### src/pft_pkg.sv
`timescale 1ns / 1ps

package pft_pkg;

	// index field width on the ports
	localparam int IDX_W = 24;

	// defaults for the top-level parameters
	localparam int MAX_CORNERS_DEF = 16;
	localparam int INDEX_BITS_DEF  = 24;

	// configuration port
	localparam int CFG_IDX_W  = 1;
	localparam int CFG_DATA_W = 24;
	localparam logic [CFG_IDX_W-1:0] REG_GROUPING_MODE  = 1'b0;
	localparam logic [CFG_IDX_W-1:0] REG_SELECTED_GROUP = 1'b1;

	// item opcodes
	localparam logic OP_CORNER = 1'b0;
	localparam logic OP_MEMBER = 1'b1;

	// result status codes
	localparam logic STATUS_TRI  = 1'b0;
	localparam logic STATUS_DROP = 1'b1;

	typedef enum logic [1:0] {
		MODE_GROUP    = 2'd0,
		MODE_OBJECT   = 2'd1,
		MODE_MATERIAL = 2'd2,
		MODE_TEXTURE  = 2'd3
	} group_mode_t;

	typedef struct packed {
		logic             opcode;
		logic [IDX_W-1:0] vertex_index;
		logic [IDX_W-1:0] normal_index;
		logic [IDX_W-1:0] face_object;
		logic [IDX_W-1:0] face_material;
		logic             last_corner;
	} in_item_t;

	typedef struct packed {
		logic             status;
		logic [IDX_W-1:0] tri_vertex_a;
		logic [IDX_W-1:0] tri_vertex_b;
		logic [IDX_W-1:0] tri_vertex_c;
		logic [IDX_W-1:0] tri_normal_a;
		logic [IDX_W-1:0] tri_normal_b;
		logic [IDX_W-1:0] tri_normal_c;
		logic [IDX_W-1:0] triangle_number;
		logic             last_of_face;
	} out_item_t;

	// per-cycle command to every cell of the corner chain
	typedef struct packed {
		logic clear;  // drop all corners
		logic shift;  // move every corner one cell toward the head
		logic fill;   // append the probe corner at the first free cell
	} cell_ctrl_t;

	// chain summary seen by the sequencer
	typedef struct packed {
		logic dup_hit;    // probe vertex matches a stored corner
		logic full;       // every cell holds a corner
		logic pair_ok;    // head two cells hold corners
		logic third_ok;   // third cell holds a corner
	} chain_stat_t;

endpackage

### src/pft_cell.sv
`timescale 1ns / 1ps

module pft_cell
	import pft_pkg::*;
#(
	parameter int W = INDEX_BITS_DEF
) (
	input  logic         clk,
	input  logic         arst_n,
	input  cell_ctrl_t   ctrl,
	input  logic         prev_valid,
	input  logic [W-1:0] probe_vertex,
	input  logic [W-1:0] probe_normal,
	input  logic         next_valid,
	input  logic [W-1:0] next_vertex,
	input  logic [W-1:0] next_normal,
	output logic         valid,
	output logic [W-1:0] vertex,
	output logic [W-1:0] normal,
	output logic         hit
);

	logic         valid_q;
	logic [W-1:0] vertex_q;
	logic [W-1:0] normal_q;
	logic         take;

	// first free cell behind an occupied one takes the new corner
	assign take = ctrl.fill && !valid_q && prev_valid;

	always_ff @(posedge clk or negedge arst_n) begin
		if (!arst_n) begin
			valid_q <= 1'b0;
		end else if (ctrl.clear) begin
			valid_q <= 1'b0;
		end else if (ctrl.shift) begin
			valid_q <= next_valid;
		end else if (take) begin
			valid_q <= 1'b1;
		end
	end

	always_ff @(posedge clk) begin
		if (ctrl.shift) begin
			vertex_q <= next_vertex;
			normal_q <= next_normal;
		end else if (take) begin
			vertex_q <= probe_vertex;
			normal_q <= probe_normal;
		end
	end

	assign valid  = valid_q;
	assign vertex = vertex_q;
	assign normal = normal_q;
	assign hit    = ctrl.fill && valid_q && (vertex_q == probe_vertex);

endmodule

### src/pft_chain.sv
`timescale 1ns / 1ps

module pft_chain
	import pft_pkg::*;
#(
	parameter int N = MAX_CORNERS_DEF,
	parameter int W = INDEX_BITS_DEF
) (
	input  logic         clk,
	input  logic         arst_n,
	input  cell_ctrl_t   ctrl,
	input  logic [W-1:0] probe_vertex,
	input  logic [W-1:0] probe_normal,
	output chain_stat_t  stat,
	output logic [W-1:0] head_vertex,
	output logic [W-1:0] head_normal,
	output logic [W-1:0] second_vertex,
	output logic [W-1:0] second_normal
);

	logic [N-1:0]         valid;
	logic [N-1:0]         hits;
	logic [N-1:0][W-1:0]  vtx;
	logic [N-1:0][W-1:0]  nrm;

	for (genvar i = 0; i < N; i++) begin : g_cell
		logic         prev_v;
		logic         next_v;
		logic [W-1:0] next_vtx;
		logic [W-1:0] next_nrm;

		if (i == 0) begin : g_head
			assign prev_v = 1'b1;
		end else begin : g_body
			assign prev_v = valid[i-1];
		end

		if (i == N - 1) begin : g_tail
			assign next_v   = 1'b0;
			assign next_vtx = '0;
			assign next_nrm = '0;
		end else begin : g_link
			assign next_v   = valid[i+1];
			assign next_vtx = vtx[i+1];
			assign next_nrm = nrm[i+1];
		end

		pft_cell #(
			.W(W)
		) u_cell (
			.clk          (clk),
			.arst_n       (arst_n),
			.ctrl         (ctrl),
			.prev_valid   (prev_v),
			.probe_vertex (probe_vertex),
			.probe_normal (probe_normal),
			.next_valid   (next_v),
			.next_vertex  (next_vtx),
			.next_normal  (next_nrm),
			.valid        (valid[i]),
			.vertex       (vtx[i]),
			.normal       (nrm[i]),
			.hit          (hits[i])
		);
	end

	assign stat.dup_hit  = |hits;
	assign stat.full     = valid[N-1];
	assign stat.pair_ok  = valid[0] && valid[1];
	assign stat.third_ok = valid[2];

	assign head_vertex   = vtx[0];
	assign head_normal   = nrm[0];
	assign second_vertex = vtx[1];
	assign second_normal = nrm[1];

endmodule

### src/polygon_fan_triangulator.sv
`timescale 1ns / 1ps

// polygon fan triangulator: faces arrive one item at a time, membership items
// first, then corners with the last one marked. corners fill a chain of
// MAX_CORNERS cells; every incoming corner is compared against all stored
// corners in the same cycle, so repeated vertices are known when the last
// corner lands. membership items and non-final corners are taken back to
// back while the block is idle. a final corner leads to a decision state and
// then to the results, each waiting for a free output register: n-2
// triangles for a kept n-corner face, a single drop result for a degenerate
// one (repeated vertex, under three or over MAX_CORNERS corners), none for a
// face outside the selected group, object or material, and none at all in
// texture mode. triangles come out by shifting the chain one cell toward the
// head per result. the item input is held off from the final corner until the
// face's last result, if any, sits in the output register; that register
// lets a new face start while the last result waits to be taken. indices are
// masked to INDEX_BITS. triangle numbers saturate at all ones and restart at
// zero when selected_group is written. configuration writes are expected
// only while the block is idle.

module polygon_fan_triangulator
	import pft_pkg::*;
#(
	parameter int MAX_CORNERS = MAX_CORNERS_DEF,
	parameter int INDEX_BITS  = INDEX_BITS_DEF
) (
	input  logic                  clk,
	input  logic                  arst_n,
	input  logic                  item_valid,
	output logic                  item_ready,
	input  in_item_t              item,
	output logic                  result_valid,
	input  logic                  result_ready,
	output out_item_t             result,
	input  logic                  cfg_we,
	input  logic [CFG_IDX_W-1:0]  cfg_index,
	input  logic [CFG_DATA_W-1:0] cfg_wdata
);

	// stored index width: the ports carry IDX_W bits at most
	localparam int SW = (INDEX_BITS < IDX_W) ? INDEX_BITS : IDX_W;

	typedef enum logic [3:0] {
		ST_IDLE  = 4'b0001,
		ST_START = 4'b0010,
		ST_EMIT  = 4'b0100,
		ST_DROP  = 4'b1000
	} state_t;

	state_t            state_q;
	group_mode_t       grouping_mode_q;
	logic [IDX_W-1:0]  selected_group_q;
	logic [IDX_W-1:0]  triangle_total_q;
	logic              group_hit_q;
	logic              overflow_q;
	logic              dup_q;
	logic              keep_q;       // face selected, decided on its last corner
	logic [SW-1:0]     apex_vertex_q;
	logic [SW-1:0]     apex_normal_q;
	logic              result_valid_q;
	out_item_t         result_q;

	cell_ctrl_t        ctrl;
	chain_stat_t       stat;
	logic [SW-1:0]     head_vertex;
	logic [SW-1:0]     head_normal;
	logic [SW-1:0]     second_vertex;
	logic [SW-1:0]     second_normal;

	logic              accept;
	logic              corner_acc;
	logic              slot_free;
	logic              result_load;
	logic              face_sel;
	logic              degen;
	logic              last_tri;

	assign item_ready = (state_q == ST_IDLE);
	assign accept     = item_valid && item_ready;
	assign corner_acc = accept && (item.opcode == OP_CORNER);
	assign slot_free  = !result_valid_q || result_ready;
	// output register takes a triangle or a drop report
	assign result_load = ((state_q == ST_EMIT) || (state_q == ST_DROP)) && slot_free;

	// selection: group hits, or the last corner's object or material
	always_comb begin
		case (grouping_mode_q)
			MODE_GROUP:    face_sel = group_hit_q;
			MODE_OBJECT:   face_sel = (item.face_object == selected_group_q);
			MODE_MATERIAL: face_sel = (item.face_material == selected_group_q);
			MODE_TEXTURE:  face_sel = 1'b0;
			default:       face_sel = 1'b0;
		endcase
	end

	assign degen    = overflow_q || dup_q || !stat.third_ok;
	// after the apex leaves, the chain ends at the second cell on the final fan
	assign last_tri = !stat.third_ok;

	// chain control: fill on corners, shift while fanning, clear at face end
	always_comb begin
		ctrl.fill  = corner_acc;
		ctrl.shift = ((state_q == ST_START) && keep_q && !degen) ||
		             ((state_q == ST_EMIT) && slot_free);
		ctrl.clear = ((state_q == ST_START) && (!keep_q || degen)) ||
		             ((state_q == ST_EMIT) && slot_free && last_tri);
	end

	pft_chain #(
		.N(MAX_CORNERS),
		.W(SW)
	) u_chain (
		.clk           (clk),
		.arst_n        (arst_n),
		.ctrl          (ctrl),
		.probe_vertex  (item.vertex_index[SW-1:0]),
		.probe_normal  (item.normal_index[SW-1:0]),
		.stat          (stat),
		.head_vertex   (head_vertex),
		.head_normal   (head_normal),
		.second_vertex (second_vertex),
		.second_normal (second_normal)
	);

	// control state
	always_ff @(posedge clk or negedge arst_n) begin
		if (!arst_n) begin
			state_q          <= ST_IDLE;
			grouping_mode_q  <= MODE_MATERIAL;
			selected_group_q <= '0;
			triangle_total_q <= '0;
			group_hit_q      <= 1'b0;
			overflow_q       <= 1'b0;
			dup_q            <= 1'b0;
			keep_q           <= 1'b0;
			result_valid_q   <= 1'b0;
		end else begin
			// a waiting result stays until taken, a new one replaces it
			result_valid_q <= result_load || (result_valid_q && !result_ready);

			if (cfg_we) begin
				case (cfg_index)
					REG_GROUPING_MODE: begin
						grouping_mode_q <= group_mode_t'(cfg_wdata[1:0]);
					end
					REG_SELECTED_GROUP: begin
						selected_group_q <= cfg_wdata[IDX_W-1:0];
						triangle_total_q <= '0;
					end
					default: begin
					end
				endcase
			end

			case (state_q)
				ST_IDLE: begin
					if (accept && (item.opcode == OP_MEMBER)) begin
						if (item.vertex_index == selected_group_q) begin
							group_hit_q <= 1'b1;
						end
					end else if (corner_acc) begin
						// a corner is stored only while a cell is free
						if (stat.full) begin
							overflow_q <= 1'b1;
						end else if (stat.dup_hit) begin
							dup_q <= 1'b1;
						end
						if (item.last_corner) begin
							keep_q  <= face_sel;
							state_q <= ST_START;
						end
					end
				end
				ST_START: begin
					group_hit_q <= 1'b0;
					overflow_q  <= 1'b0;
					dup_q       <= 1'b0;
					if (!keep_q) begin
						state_q <= ST_IDLE;
					end else if (degen) begin
						state_q <= ST_DROP;
					end else begin
						state_q <= ST_EMIT;
					end
				end
				ST_EMIT: begin
					if (slot_free) begin
						if (triangle_total_q != '1) begin
							triangle_total_q <= triangle_total_q + IDX_W'(1);
						end
						if (last_tri) begin
							state_q <= ST_IDLE;
						end
					end
				end
				ST_DROP: begin
					if (slot_free) begin
						state_q <= ST_IDLE;
					end
				end
				default: begin
					state_q <= ST_IDLE;
				end
			endcase
		end
	end

	// apex captured as it leaves the head cell, result payload
	always_ff @(posedge clk) begin
		if (state_q == ST_START) begin
			apex_vertex_q <= head_vertex;
			apex_normal_q <= head_normal;
		end
		if ((state_q == ST_EMIT) && slot_free) begin
			result_q.status          <= STATUS_TRI;
			result_q.tri_vertex_a    <= IDX_W'(apex_vertex_q);
			result_q.tri_vertex_b    <= IDX_W'(head_vertex);
			result_q.tri_vertex_c    <= IDX_W'(second_vertex);
			result_q.tri_normal_a    <= IDX_W'(apex_normal_q);
			result_q.tri_normal_b    <= IDX_W'(head_normal);
			result_q.tri_normal_c    <= IDX_W'(second_normal);
			result_q.triangle_number <= triangle_total_q;
			result_q.last_of_face    <= last_tri;
		end else if ((state_q == ST_DROP) && slot_free) begin
			result_q.status          <= STATUS_DROP;
			result_q.tri_vertex_a    <= '0;
			result_q.tri_vertex_b    <= '0;
			result_q.tri_vertex_c    <= '0;
			result_q.tri_normal_a    <= '0;
			result_q.tri_normal_b    <= '0;
			result_q.tri_normal_c    <= '0;
			result_q.triangle_number <= triangle_total_q;
			result_q.last_of_face    <= 1'b1;
		end
	end

	assign result_valid = result_valid_q;
	assign result       = result_q;

	// a chain cycle never both appends and moves or empties the corners
	a_ctrl_exclusive: assert property (@(posedge clk) disable iff (!arst_n)
		!(ctrl.fill && (ctrl.shift || ctrl.clear)))
		else $error("corner chain fill overlaps shift or clear");

	// while fanning, the two cells feeding the next triangle both hold corners
	a_emit_pair: assert property (@(posedge clk) disable iff (!arst_n)
		(state_q == ST_EMIT) |-> stat.pair_ok)
		else $error("fan emission with an empty chain cell");

	// triangle count only moves up, except when the selected group is written
	a_total_monotonic: assert property (@(posedge clk) disable iff (!arst_n)
		!(cfg_we && (cfg_index == REG_SELECTED_GROUP))
		|=> (triangle_total_q >= $past(triangle_total_q)))
		else $error("triangle count went down");

endmodule
### config.mk
export PLATFORM = sky130hd
export DESIGN_NAME = polygon_fan_triangulator
export DESIGN_NICKNAME = d
export VERILOG_FILES = /design/src/pft_pkg.sv /design/src/pft_cell.sv /design/src/pft_chain.sv /design/src/polygon_fan_triangulator.sv
export SDC_FILE = /design/constraint.sdc
export NUM_CORES = 2
export LEC_CHECK = 0
export ABC_AREA = 1
export ABC_CLOCK_PERIOD_IN_PS = 8400
export BUFFER_PORTS_ARGS = -buffer_cell sky130_fd_sc_hd__clkbuf_2
export CAP_MARGIN = 20
export CORE_ASPECT_RATIO = 0.9
export CORE_MARGIN = 2
export CORE_UTILIZATION = 50
export DETAILED_ROUTE_END_ITERATION = 10
export HOLD_SLACK_MARGIN = 0.06
export PLACE_DENSITY = 0.68
export SLEW_MARGIN = 30
export SYNTH_ARGS = -nofsm -noshare
export SYNTH_HDL_FRONTEND = slang
export SYNTH_SLANG_ARGS = --single-unit
### constraint.sdc
create_clock -name clk -period 8.4 [get_ports clk]
set_input_delay 0.42 -clock clk [delete_from_list [all_inputs] [get_ports clk]]
set_output_delay 0.42 -clock clk [all_outputs]
set_load 0.05 [all_outputs]
[Yosys cells after proc, flatten, opt, wreduce, memory -nomap -nowiden]
Index checks and enable logic that the tools add are counted.
Word-level totals
  output and inout port bits: 172
  register bits: 1061
Cells by class
  add/sub/neg operators: 1
  equal/unequal tests: 38
  bitwise gates (word level): 3
  reductions and logical operators: 144
  mux-type cells: 137
Operators by type and width (count)
  $mux W24: 65
  $eq A24 B24 Y1: 19
  $mux W169: 2
  $logic_and A1 B1 Y1: 74
  $mux W1: 57
  $reduce_bool A3 Y1: 16
  $reduce_bool A2 Y1: 17
  $mux W4: 8
  $add A24 B1 Y24 const B: 1
  $ne A24 B24 Y1 const B: 1
  $logic_not A1 Y1: 20
  $pmux W4 S4: 1
  $reduce_or A16 Y1: 1
  $ne A2 B1 Y1 const B: 6
  $ne A2 B2 Y1 const B: 5
  $logic_or A1 B1 Y1: 8
  $reduce_and A4 Y1: 2
  $pmux W1 S2: 3
  $reduce_and A6 Y1: 1
  $reduce_and A5 Y1: 1
  $eq A2 B2 Y1 const B: 2
  $eq A4 B1 Y1 const B: 1
  $eq A4 B2 Y1 const B: 1
  $eq A4 B3 Y1 const B: 1
  other kinds (7): 10

[Longest topological paths before layout]
  depth after elaboration: 11
  gate-level depth with buffers: 17
  depth with buffers taken out: 15

[Cells and area by module]
A second synthesis with hierarchy kept.
Unflattened totals
  cell total of the unflattened synthesis: 6134
  area, all modules: 52658.0 µm²
By module, submodules not included
  pft_cell: area each 2547.4 µm², cells an instance 310, times used 16, seq. area each 1466.4 µm²
  polygon_fan_triangulator: area each 11812.6 µm², cells an instance 1153, times used 1, seq. area each 8015.2 µm²
  pft_chain: area each 86.3 µm², cells an instance 21, times used 1, seq. area each 0.0 µm²

[Worst setup path before layout]
Ideal clock, no wire load.
  path kind: reg2reg
  from: reg state_q[1]
  to: reg result_q, in the netlist result[0], enable pin
  data arrival time: 7.831 ns
  slack: -0.133 ns
  path buffers: 0
  period minus slack after synthesis: 8.533 ns
  stages on the path, launching flop included: 6
  data required time: 7.698 ns
  library setup time: 0.702 ns
  cell sequence: dfrtp_1 nor2_1 nand3_2 inv_1 nor2_1 nor2_1
Between the ends
  longest elaborated chain between the ends: 3
  elaborated cells on any way between the ends: 5
Ends and longest elaborated chain
  start: declaration: line polygon_fan_triangulator.sv:50  | state_t state_q;
  start signal: assignment: line polygon_fan_triangulator.sv:128  | state_q <= ST_IDLE;
  start signal: assignment: line polygon_fan_triangulator.sv:170  | state_q <= ST_START;
  start signal: assignment: line polygon_fan_triangulator.sv:179  | state_q <= ST_IDLE;
  $eq A4 B3 Y1 or $eq A4 B4 Y1 (tied branches): line polygon_fan_triangulator.sv:214, polygon_fan_triangulator.sv:224
  $logic_and A1 B1 Y1 (on tied branches): line polygon_fan_triangulator.sv:214, polygon_fan_triangulator.sv:224
  $reduce_bool A2 Y1 (no source line) (*)
  end: declaration: line polygon_fan_triangulator.sv:61  | out_item_t result_q;
Every way passes the cells marked *; elsewhere a longest branch is shown, timed or not.
A chain may end at the register's enable or synchronous reset.

[Worst setup path after layout]
  from: reg state_q[1]
  to: reg u_chain.g_cell[11].u_cell.normal_q[22] (data pin)
Between the ends
  longest elaborated chain between the ends: 5
  elaborated cells on any way between the ends: 7
Ends and longest elaborated chain
  $eq A4 B2 Y1: line polygon_fan_triangulator.sv:103  | ctrl.shift = ((state_q == ST_START) && keep_q && !degen) ||
  $logic_and A1 B1 Y1 (2 in series): line polygon_fan_triangulator.sv:103
  $logic_or A1 B1 Y1 (*): line polygon_fan_triangulator.sv:103
  $mux W24 (*): line pft_cell.sv:44  | if (ctrl.shift) begin
  end signal: assignment: line pft_cell.sv:46  | normal_q <= next_normal;
  end signal: assignment: line pft_cell.sv:49  | normal_q <= probe_normal;
  end: declaration: line pft_cell.sv:25  | logic [W-1:0] normal_q;
Marked as above.

==> results.tsv <==
metric	value	unit
cts-root-buf	clkbuf_16	
overflow	0	
syn_area	0.05002	mm²
cp_max_fo	121	
max-vdd-ir-drop	194.3	µV
initial_core_util	50.20	%
ant_nets	0	
nets	5690	
avgSynthCellArea	9.471	µm²
drt-wirelength-per-cell	20.80	µm
multi_input_area	0.01594	mm²
seq_area_frac_synth	61.97	%
ys_types	56	
clk_path_buf_depth	3	
highest_layer	met5	
max_slew_margin	35.58	%
powerDensity	242.8	mW/mm²
fmax	261.0	MHz
synth_seq_cells	1061	
drtPass1Iterations	6	
combPwrFrac	14.5	%
io_buffers	299	
slew_viol_final	0	
post_cts_buffers	0	
crit_type	flip-flop to flip-flop	
yosysTopAreaCell	edfxtp_1	
rows	110	
grt_pass1_vias	35162	
antenna_found_initial	1	
met1_length	60660	µm
p_leak	23.22	nW
syn-num-nets	5412	
fin_skew	26.20	ps
dr.first_iter.drc_count	3563	
via_count	37079	
rsz0062_at_grt	false	
grt_pass1_wl	216000	µm
clk_pin_slew	60	ps
final_cells	6999	
finalCriticalPeriod	3831	ps
wl	145600	µm
dr_wl_met3	10090	µm
wl_met2	67320	µm
ys.warnings.count	0	
viasPerCell	5.298	
netSwitchingFraction	28.28	%
regArea	0.03100	mm²
track_usage	28.21	%
run_status	completed	
drive_gt1_share	10.73	%
worstMarginPinSlew	966.4	ps
cts_tree	yes	
drcViolationCount	0	
clkPwrFrac	36.7	%
synth_top_flop_cell	edfxtp_1	
maxCapViolCount	0	
required	8960	ps
hpwl	101000	µm
crit_arrival	4390	ps
numClockSinks	1061	
critPathCaptureType	flip-flop	
hold_path_class	input pin to asynchronous set/reset pin	
die_area	0.1026	mm²
diodes	0	
start_kind	flip-flop	
syn_to_final_growth	13.35	%
period_share	45.61	%
finalPower	13.77	mW
report.final.setup_viol	0	
fp.dieW	337.4	µm
fillers	8728	
hold_viol_final	0	
power.net_switching	3.894	mW
core-area	0.09965	mm²
io_pins	300	
die_y	304.1	µm
cts_max_level	3	
setup-tns-final	0	ps
syn_inst	5281	
async_flop_share	7.069	%
p_seq_share	48.9	%
clk_latency	710	ps
yosysTopAreaCellShare	56.25	%
gp_congestion	0.9724	
p_int	9.875	mW
numCtsBuffers	109	
synth_edf_count	937	
synth_top_cells_by_area	edfxtp_1, nand2_1, nor2_1, xnor2_1, dfrtp_1	
grt_max_degree	122	
place_inst	6737	
==> synthesized netlist by cell type (all sizes together), types with 2 or more instances <==
| cell type | n |
|---|---|
| inv | 478 |
| xor2 | 74 |
| nand4 | 44 |
| a32o | 2 |
| nand3 | 51 |
| nand2 | 2061 |
| dfstp | 2 |
| buf | 208 |
| and2 | 10 |
| dfrtp | 73 |
| nand3b | 2 |
| a22oi | 2 |
| mux2i | 8 |
| o22ai | 11 |
| a211oi | 3 |
| nor2 | 580 |
| ha | 3 |
| edfxtp | 937 |
| xnor2 | 213 |
| dfxtp | 49 |
| o211ai | 11 |
| clkinv | 8 |
| a21oi | 41 |
| o21ai | 341 |
| o211a | 2 |
| nor4 | 4 |
| or2 | 3 |
| nor3 | 20 |
| clkbuf | 33 |
==> power groups by stage <==
stage	Sequential (mW)	Clock, mW	Combinational (mW)
floorplan	6.79	0	1.22
global placement	6.81	0	1.91
detailed placement	6.81	0	1.94
CTS	6.71	5.12	1.97
global route	6.77	5.31	2.19
finish	6.73	5.05	1.99
==> metal layers <==
metal | GRT usage (%) | up-vias
met2 | 44.99 | 1548
met5 | 0 | -
met3 | 4.155 | 325
met4 | 13.22 | 2
met1 | 38.14 | 17734
li1 | - | 17470
==> critical path, stage by stage (launching register included) <==
cell and delay (ps):
dfrtp_1 400, nor2_1 180, nand3_2 140, nor2_4 300, nor2_4 80, buf_12 240, inv_8 420, buf_4 660
buf_4 840, nand2_1 140, nand2_1 110
==> what timing repair did <==
action / CTS / global route
setup endpoints to repair: 0 / 0
hold buffers: 54 / 0
endpoints found under the hold margin: 71 / 0
resized for setup: 0 / 0
==> layout by cell type (no fill, tap or decap), types with 4 or more instances in the layout <==
| master | n |
|---|---|
| nand2_1 | 2025 |
| edfxtp_1 | 937 |
| nor2_1 | 571 |
| inv_1 | 465 |
| clkbuf_2 | 298 |
| xnor2_1 | 213 |
| o21ai_1 | 165 |
| o21ai_0 | 163 |
| clkbuf_16 | 111 |
| xor2_1 | 74 |
| dfrtp_1 | 73 |
| dlygate4sd3_1 | 54 |
| buf_4 | 50 |
| nand3_1 | 49 |
| dfxtp_1 | 49 |
| nand4_1 | 44 |
| a21oi_1 | 40 |
| clkbuf_1 | 30 |
| nand2_4 | 19 |
| clkinv_1 | 19 |
| clkinv_2 | 19 |
| nand2_2 | 16 |
| nor3_1 | 15 |
| bufinv_16 | 13 |
| o21ai_4 | 12 |
| o211ai_1 | 11 |
| inv_2 | 10 |
| o22ai_1 | 10 |
| clkbuf_8 | 10 |
| mux2i_1 | 8 |
| and2_1 | 7 |
| nor2_4 | 5 |
| clkinvlp_4 | 5 |
| nor2_2 | 4 |
| nor3_2 | 4 |
| nor4_1 | 4 |
==> logic make-up after synthesis <==
logic type,Yosys count,synth area share (%)
AND/OR/NAND/NOR,2776,21.90
flip-flops,1061,61.97
buffers and inverters,727,6.384
AO/OA/AOI/OAI,419,4.485
XOR/XNOR,287,5.026
multiplexers,8,0.1601
adder cells (fa/ha/maj),3,0.07505
==> metrics by stage <==
| stage | setup WS [ps] | cell area, µm² | utilization [%] | hold slack, ps |
|---|---|---|---|---|
| floorplan | 2770 | 50020 | - | 124.4 |
| global placement | 4661 | 52380 | 52.57 | 321.7 |
| detailed placement | 4600 | 52410 | 52.59 | 322.2 |
| CTS | 4563 | 56660 | 56.86 | 120.9 |
| global route | 4216 | 56700 | 56.90 | 158.2 |
| finish | 4569 | 56700 | 56.90 | 150.1 |
==> final timing paths <==
path	start	to	slack, ps	cells after the start
worst max-delay path	state_q[1]	u_chain.g_cell[11].u_cell.normal[22]	4570	10
worst min-delay path	arst_n	selected_group_q[17]	150	2
worst max register to register	state_q[1]	u_chain.g_cell[11].u_cell.normal[22]	4570	10
worst min register to register	u_chain.g_cell[0].u_cell.normal[23]	apex_normal_q[23]	450	0
max in group asynchronous	arst_n	u_chain.g_cell[11].u_cell.valid	7130	3
min in group clk	item[97]	group_hit_q	250	5
==> registers in the layout, indices dropped and copies added (netlist names), 2 cells and up <==
| name | count |
|---|---|
| apex_normal_q | 24 |
| apex_vertex_q | 24 |
| grouping_mode_q | 2 |
| result | 170 |
| selected_group_q | 24 |
| state_q | 4 |
| triangle_total_q | 24 |
| u_chain.g_cell.u_cell.normal | 384 |
| u_chain.g_cell.u_cell.valid | 16 |
| u_chain.g_cell.u_cell.vertex | 384 |
==> layout make-up <==
type	instances	share of cell area, %
well taps	1344	2.966
repair buffers	408	4.453
multi-input cells	3493	28.11
clock buffers	151	5.341
flip-flops and latches	1061	54.67
inverters	486	3.244
clock inverters	56	1.209
Note: power is estimated with default switching activity, not from simulation.
